File: src/rtl/frc_pkg.sv
package frc_pkg;

  typedef enum logic [1:0] {
    KIND_BEACON  = 2'd0,
    KIND_DATA    = 2'd1,
    KIND_CONTROL = 2'd2,
    KIND_UNKNOWN = 2'd3
  } kind_t;

  typedef enum logic [2:0] {
    ST_OK            = 3'd0,
    ST_BAD_MAGIC     = 3'd1,
    ST_BAD_LENGTH    = 3'd2,
    ST_MANY_SAMPLES  = 3'd3,
    ST_BAD_CRC       = 3'd4
  } status_t;

  typedef enum logic [1:0] {
    REG_BEACON_MAGIC  = 2'd0,
    REG_DATA_MAGIC    = 2'd1,
    REG_CONTROL_MAGIC = 2'd2
  } reg_index_t;

  localparam logic [31:0] CRC_INIT    = 32'hFFFF_FFFF;
  localparam logic [31:0] CRC_POLY    = 32'hEDB8_8320;
  localparam logic [15:0] MAX_SAMPLES = 16'd1024;
  localparam logic [15:0] POS_MAX     = 16'hFFFF;
  localparam logic [15:0] BEACON_BODY  = 16'd36;
  localparam logic [15:0] CONTROL_BODY = 16'd12;
  localparam logic [15:0] DATA_BODY    = 16'd40;
  localparam logic [16:0] BEACON_LEN   = 17'd40;
  localparam logic [16:0] CONTROL_LEN  = 17'd16;
  localparam logic [16:0] DATA_MIN_LEN = 17'd44;

  typedef struct packed {
    logic [7:0] data_byte;
    logic       last_byte;
  } frc_in_t;

  typedef struct packed {
    status_t     status;
    kind_t       frame_kind;
    logic [7:0]  code_byte;
    logic [7:0]  flags_byte;
    logic [15:0] sample_count;
    logic [31:0] word_at_eight;
  } frc_out_t;

  // reflected crc-32, one byte, eight unrolled steps
  function automatic logic [31:0] crc_byte(input logic [31:0] crc_in, input logic [7:0] b);
    logic [31:0] c;
    c = crc_in ^ {24'd0, b};
    for (int k = 0; k < 8; k++) begin
      c = (c >> 1) ^ (CRC_POLY & {32{c[0]}});
    end
    return c;
  endfunction

endpackage

File: src/rtl/frame_receive_checker_unit.sv
// frame receive checker
// in channel (in_valid/in_ready/in_item) takes one frame byte per item, with
// last_byte set on the final byte. the out channel (out_valid/out_ready/
// out_item) gives one result per frame: status, kind, bytes 4 and 5, sample
// count and the word at offset 8.
// configuration: cfg_write with cfg_index 0/1/2 writes the beacon, data and
// control magic words; other indexes are ignored. write only while idle.
// a byte accepted is held in the input register and then processed into the
// frame state; the result of a last byte is registered into the out register.
// throughput: one byte per cycle unless a last byte stalls (below), set by the
// eight-step crc update and header/length checks between input and result registers.
// stall: while a result waits on out_ready, non-last bytes keep flowing; a
// second last byte holds in the input register and in_ready drops.
// reset (synchronous rst): magic words cleared, frame state back to position
// zero with crc all ones, both registers empty.
module frame_receive_checker_unit
  import frc_pkg::*;
(
  input  logic        clk,
  input  logic        rst,
  input  logic        in_valid,
  output logic        in_ready,
  input  frc_in_t     in_item,
  output logic        out_valid,
  input  logic        out_ready,
  output frc_out_t    out_item,
  input  logic        cfg_write,
  input  logic [1:0]  cfg_index,
  input  logic [31:0] cfg_data
);

  logic [31:0] beacon_magic, data_magic, control_magic;

  logic        s1_valid;
  frc_in_t     s1;

  logic [15:0] byte_position, byte_position_next;
  logic [31:0] running_crc, running_crc_next;
  logic [31:0] body_crc, body_crc_next;
  logic [31:0] stored_crc, stored_crc_next;
  logic [31:0] magic_shift, magic_shift_next;
  kind_t       kind_seen, kind_seen_next;
  logic [7:0]  header_code, header_code_next;
  logic [7:0]  header_flags, header_flags_next;
  logic [15:0] header_count, header_count_next;
  logic [31:0] header_word, header_word_next;

  logic        proc;
  logic [7:0]  b;
  logic [15:0] p;
  logic [16:0] len;
  logic [15:0] body;
  logic [16:0] body_end;
  logic [15:0] off;
  logic [17:0] need_len;
  frc_out_t    res;

  assign proc     = s1_valid && (!s1.last_byte || !out_valid || out_ready);
  assign in_ready = !s1_valid || proc;
  assign b        = s1.data_byte;
  assign p        = byte_position;
  assign len      = {1'b0, p} + 17'd1;

  always_comb begin
    magic_shift_next  = magic_shift;
    kind_seen_next    = kind_seen;
    header_code_next  = header_code;
    header_flags_next = header_flags;
    header_count_next = header_count;
    header_word_next  = header_word;
    if (p < 16'd4) begin
      magic_shift_next = magic_shift | (32'(b) << {p[1:0], 3'b000});
      if (p == 16'd3) begin
        if (magic_shift_next == beacon_magic) begin
          kind_seen_next = KIND_BEACON;
        end else if (magic_shift_next == data_magic) begin
          kind_seen_next = KIND_DATA;
        end else if (magic_shift_next == control_magic) begin
          kind_seen_next = KIND_CONTROL;
        end else begin
          kind_seen_next = KIND_UNKNOWN;
        end
      end
    end else if (p == 16'd4) begin
      header_code_next = b;
    end else if (p == 16'd5) begin
      header_flags_next = b;
    end else if (p == 16'd6) begin
      header_count_next[7:0] = b;
    end else if (p == 16'd7) begin
      header_count_next[15:8] = b;
    end else if (p < 16'd12) begin
      header_word_next = header_word | (32'(b) << {p[1:0], 3'b000});
    end

    running_crc_next = crc_byte(running_crc, b);

    // body length from the settled header; position and kind only matter past byte 7
    unique case (kind_seen)
      KIND_BEACON:  body = BEACON_BODY;
      KIND_CONTROL: body = CONTROL_BODY;
      KIND_DATA:    body = (p >= 16'd8 && header_count <= MAX_SAMPLES) ?
                           DATA_BODY + {header_count[14:0], 1'b0} : 16'd0;
      default:      body = 16'd0;
    endcase
    body_end = {1'b0, body} + 17'd4;
    off      = p - body;

    body_crc_next   = body_crc;
    stored_crc_next = stored_crc;
    if (body != 16'd0) begin
      if (len == {1'b0, body}) begin
        body_crc_next = ~running_crc_next;
      end
      if (p >= body && {1'b0, p} < body_end) begin
        stored_crc_next = stored_crc | (32'(b) << {off[1:0], 3'b000});
      end
    end

    byte_position_next = (p != POS_MAX) ? p + 16'd1 : p;

    // result of a last byte
    need_len = {1'b0, DATA_MIN_LEN} + {1'b0, header_count_next, 1'b0};
    res.frame_kind    = kind_seen_next;
    res.code_byte     = header_code_next;
    res.flags_byte    = header_flags_next;
    res.word_at_eight = header_word_next;
    res.sample_count  = 16'd0;
    unique case (kind_seen_next)
      KIND_BEACON: begin
        if (len != BEACON_LEN) begin
          res.status = ST_BAD_LENGTH;
        end else begin
          res.status = (stored_crc_next == body_crc_next) ? ST_OK : ST_BAD_CRC;
        end
      end
      KIND_CONTROL: begin
        if (len != CONTROL_LEN) begin
          res.status = ST_BAD_LENGTH;
        end else begin
          res.status = (stored_crc_next == body_crc_next) ? ST_OK : ST_BAD_CRC;
        end
      end
      KIND_DATA: begin
        res.sample_count = header_count_next;
        if (len < DATA_MIN_LEN) begin
          res.status = ST_BAD_LENGTH;
        end else if (header_count_next > MAX_SAMPLES) begin
          res.status = ST_MANY_SAMPLES;
        end else if ({1'b0, len} < need_len) begin
          res.status = ST_BAD_LENGTH;
        end else begin
          res.status = (stored_crc_next == body_crc_next) ? ST_OK : ST_BAD_CRC;
        end
      end
      default: res.status = ST_BAD_MAGIC;
    endcase
  end

  always_ff @(posedge clk) begin
    if (rst) begin
      beacon_magic  <= 32'd0;
      data_magic    <= 32'd0;
      control_magic <= 32'd0;
    end else if (cfg_write) begin
      unique case (cfg_index)
        REG_BEACON_MAGIC:  beacon_magic  <= cfg_data;
        REG_DATA_MAGIC:    data_magic    <= cfg_data;
        REG_CONTROL_MAGIC: control_magic <= cfg_data;
        default: ;
      endcase
    end
  end

  always_ff @(posedge clk) begin
    if (in_valid && in_ready) begin
      s1 <= in_item;
    end
    if (proc && s1.last_byte) begin
      out_item <= res;
    end
    if (rst) begin
      s1_valid      <= 1'b0;
      out_valid     <= 1'b0;
      byte_position <= 16'd0;
      running_crc   <= CRC_INIT;
      body_crc      <= 32'd0;
      stored_crc    <= 32'd0;
      magic_shift   <= 32'd0;
      kind_seen     <= KIND_UNKNOWN;
      header_code   <= 8'd0;
      header_flags  <= 8'd0;
      header_count  <= 16'd0;
      header_word   <= 32'd0;
    end else begin
      if (in_ready) begin
        s1_valid <= in_valid;
      end
      if (proc && s1.last_byte) begin
        out_valid <= 1'b1;
      end else if (out_ready) begin
        out_valid <= 1'b0;
      end
      if (proc) begin
        if (s1.last_byte) begin
          byte_position <= 16'd0;
          running_crc   <= CRC_INIT;
          body_crc      <= 32'd0;
          stored_crc    <= 32'd0;
          magic_shift   <= 32'd0;
          kind_seen     <= KIND_UNKNOWN;
          header_code   <= 8'd0;
          header_flags  <= 8'd0;
          header_count  <= 16'd0;
          header_word   <= 32'd0;
        end else begin
          byte_position <= byte_position_next;
          running_crc   <= running_crc_next;
          body_crc      <= body_crc_next;
          stored_crc    <= stored_crc_next;
          magic_shift   <= magic_shift_next;
          kind_seen     <= kind_seen_next;
          header_code   <= header_code_next;
          header_flags  <= header_flags_next;
          header_count  <= header_count_next;
          header_word   <= header_word_next;
        end
      end
    end
  end

`ifndef SYNTHESIS
  a_clear_after_last: assert property (@(posedge clk) disable iff (rst)
    proc && s1.last_byte |=> byte_position == 16'd0 && running_crc == CRC_INIT)
    else $error("frame state not cleared after last item");

  a_position_step: assert property (@(posedge clk) disable iff (rst)
    proc && !s1.last_byte && byte_position != POS_MAX
    |=> byte_position == $past(byte_position) + 16'd1)
    else $error("byte position did not advance");

  a_result_source: assert property (@(posedge clk) disable iff (rst)
    $rose(out_valid) |-> $past(proc && s1.last_byte))
    else $error("result without a last item");

  a_kind_early: assert property (@(posedge clk) disable iff (rst)
    kind_seen != KIND_UNKNOWN |-> byte_position >= 16'd4)
    else $error("kind known before magic complete");

  a_stall_held: assert property (@(posedge clk) disable iff (rst)
    !in_ready |-> s1_valid && s1.last_byte && out_valid && !out_ready)
    else $error("input stalled without a waiting result");
`endif

endmodule

File: config.mk
export PLATFORM = sky130hd
export DESIGN_NAME = frame_receive_checker_unit
export DESIGN_NICKNAME = d
export VERILOG_FILES = /design/src/rtl/frc_pkg.sv /design/src/rtl/frame_receive_checker_unit.sv
export SDC_FILE = /design/constraint.sdc
export NUM_CORES = 1
export LEC_CHECK = 0
export ABC_AREA = 1
export BUFFER_PORTS_ARGS = -buffer_cell sky130_fd_sc_hd__buf_4
export CAP_MARGIN = 15
export CORE_MARGIN = 2
export CORE_UTILIZATION = 40
export DETAILED_ROUTE_END_ITERATION = 12
export GPL_TIMING_DRIVEN = 0
export PLACE_DENSITY = 0.57
export SETUP_SLACK_MARGIN = 0.05
export SYNTH_ARGS = -nofsm -noshare
export SYNTH_HDL_FRONTEND = slang
export SYNTH_SLANG_ARGS = --single-unit
File: constraint.sdc
create_clock -name clk -period 5.65 [get_ports clk]
set_clock_uncertainty 0.15 [all_clocks]
set_input_delay 0.565 -clock clk [delete_from_list [all_inputs] [get_ports clk]]
set_output_delay 0.565 -clock clk [all_outputs]
set_load 0.01 [all_outputs]
==> reports/metrics.csv <==
metric,value,unit
multi-input logic area,10500,sq um
synthesized area,20700,sq um
crit path DAT,5.52,ns
Die W,231,um
Mapped Avg Cell Area,7.28,sq um
post-DP HPWL,54300,um
Crit. End Element,flop,
CORE AREA,51200,sq um
CTS tree,done,
fin crit share,94.4,%
H-tree depth,2,
worst min path class,input pin to flop,
Final GP Congestion,0.974,
Post-synth top flop,dfxtp_1,
data required time of the worst path,5.83,ns
Layout Utilization,47.0,%
Wirelength per Cell,18.9,um
Max clock buf depth,3,
Synth area leaders,"dfxtp_1 30%, nand2_1 13%, edfxtp_1 11%, nor2_1 6.0%, inv_1 5.6%",
Pre-antenna DRT Iters,5,
vias post-DR,19400,
f_max,187,MHz
Worst Setup SP,byte_position[0]$_SDFFE_PP0P_,
layout net count,3122,
Total GRT Usage,26.0,%
Antenna Nets Post-Route,0,
leakage,10.6,nW
final WL,70700,um
top cell type's share of synthesized area,29.8,%
Top Ports,119,
Worst Tran Pin Value,1.02,ns
Die Y,231,um
Die Area,53500,sq um
"Reg clk slew, reported paths",0.06,ns
RSZ-0062 raised after global routing,no,
Post-Synthesis Cells,2837,
final worst slack,0.316,ns
total gr overflow,0,
Synth warnings,0,
port bufs,118,
total CTS buffers,46,
Finish-stage setup viols,0,
vias in the first global route,18200,
first-pass GRT wire length,106000,um
most frequent cells in the layout,"706 x nand2_1, 328 x nor2_1, 307 x dfxtp_1",
"Distinct cells, synth",58,
leading area contributor after synthesis,dfxtp_1,
worst hold margin,0.0638,ns
Final Hold Viols,0,
Worst R2R Start,byte_position[0]$_SDFFE_PP0P_,
worst vdd ir,0.199,mV
Initial Utilization,40.4,%
PD cells,281,nW/um^2
WS Path Type,flop to flop,
antenna violations before repair,0,
max cap viols,0,
"Slew Viols, Final",0,
status,"complete, no violations",
"commonest non-fill, non-tap cell in the layout",nand2_1,
Core Rows,83,
Final min period,5.33,ns
Hold Crit Start,cfg_data[31],
"EDFF count, synth",78,
"Seq/Total Area, Yosys",41.2,%
"Design Area, Final",24100,sq um
DR vias/cell,5.18,
pre-CTS setup slack,-0.453,ns
worst-path maximum fanout,10,
largest net degree at the start of global routing,73,
# DRC,0,
Post-synth ARST share,0,%
Synth Register Bits,386,
Critical Path Start Type,flop,
Reg area,8510,sq um
share of cells above drive strength 1,9.36,%
Fillers,5159,
area post-placement,22400,sq um
Worst-Skew Late Latency,0.59,ns
Starting DRT DRC Count,1523,
Area Growth Syn to Fin,16.4,%
CTS Sinks,386,
Slew Limit Headroom,31.6,%
root buf cell,clkbuf_16,
## cell usage after synthesis (all sizes together), types with 8 or more instances
library cell	instances
dfxtp	308
nor3	21
edfxtp	78
nand2	717
or2	8
xor2	120
inv	319
mux2i	8
ha	53
buf	35
a21oi	174
o21ai	192
nand4	70
nor2	342
clkbuf	89
a211oi	37
o211ai	33
xnor2	60
nand3	118
nor4	14
## cells by family after synthesis
group           count (synthesis)  synth area share (%)
compound gates                465                  12.5
mux                             9                 0.442
xor+xnor                      180                  7.83
buf+inv                       445                  8.44
fa+ha+maj                      53                  3.21
flops                         386                  41.2
other cells                     1                0.0181
simple gates                 1298                  26.4
## cell type report
class	instances	area share [%]
clock buffers	67	5.40
repair buffers	129	4.12
multi-input cells	2013	43.6
clock inverters	17	0.567
plain buffers	124	2.34
diodes	1	0.0104
well taps	680	3.54
flip-flops and latches	386	35.4
inverters	321	5.02
## path summary, 6_finish.rpt
| path | slack [ns] | cells past startpoint | end |
|---|---|---|---|
| worst max-delay path | 0.32 | 24 | out_item[68]$_DFFE_PP_ |
| worst min-delay path | 0.06 | 3 | beacon_magic[31]$_SDFFE_PP0P_ |
| worst max register to register | 0.32 | 24 | out_item[68]$_DFFE_PP_ |
| worst min register to register | 0.29 | 2 | header_word[8]$_SDFFE_PP0P_ |
## registers in the layout (all words and copies together) (netlist names), 32 cells and up
signal         count
running_crc       32
out_item          69
magic_shift       32
stored_crc        32
body_crc          32
control_magic     32
header_word       32
beacon_magic      32
data_magic        32
## metrics by stage
step / std cells / setup TNS, ns / total power [W]
finish: 3738 / 0 / 0.00675
CTS: 3735 / 0 / 0.00678
global placement: 3642 / -0.447 / 0.00391
floorplan: 2844 / 0 / 0.00358
global route: 3737 / 0 / 0.00698
detailed placement: 3642 / -0.513 / 0.00392
## power breakdown
group | leakage (nW) | internal (W) | switching, W | total, W
logic | 6.68 | 0.000299 | 0.000637 | 0.000937
registers | 3.22 | 0.00289 | 0.0000591 | 0.00295
clock network | 0.705 | 0.00164 | 0.00122 | 0.00287
total | 10.6 | 0.00483 | 0.00192 | 0.00675
## per-layer routing
metal  vias to the layer above  wire length (um)  GRT usage [%]
li1                       9579                 -              -
met5                         -                 0              0
met3                       146              4880           4.49
met2                       594             32500           42.6
met4                         0              2800           11.1
met1                      9050             30600           33.7
## critical path: stages, from the launching register on
cell and delay (ns):
dfxtp_1 0.42, clkbuf_4 0.27, clkbuf_4 0.28, inv_1 0.19
ha_1 0.26, nand3_1 0.11, buf_4 0.23, o2111ai_1 0.40
o21ai_1 0.49, inv_1 0.17, nand4_1 0.20, nand2_1 0.09
ha_1 0.31, nand4_1 0.13, a31oi_1 0.07, a2111oi_1 0.38
o31ai_1 0.19, nand2_1 0.10, nand2_1 0.06, nand3_1 0.07
nand2_1 0.05, nand2_1 0.05, nand2_1 0.12, a21oi_2 0.22
nor2_1 0.07
## timing repair
| item | 4_1_cts | 5_1_grt |
|---|---|---|
| resized for setup | 9 | 22 |
| pin swaps | 0 | 3 |
| gates cloned | 0 | 0 |
| endpoints found under the hold margin | 9 | 0 |
| buffers inserted | 0 | 2 |
| setup endpoints to repair | 2 | 2 |
| hold buffers | 9 | 0 |
Power figures use the tool's default switching activity.
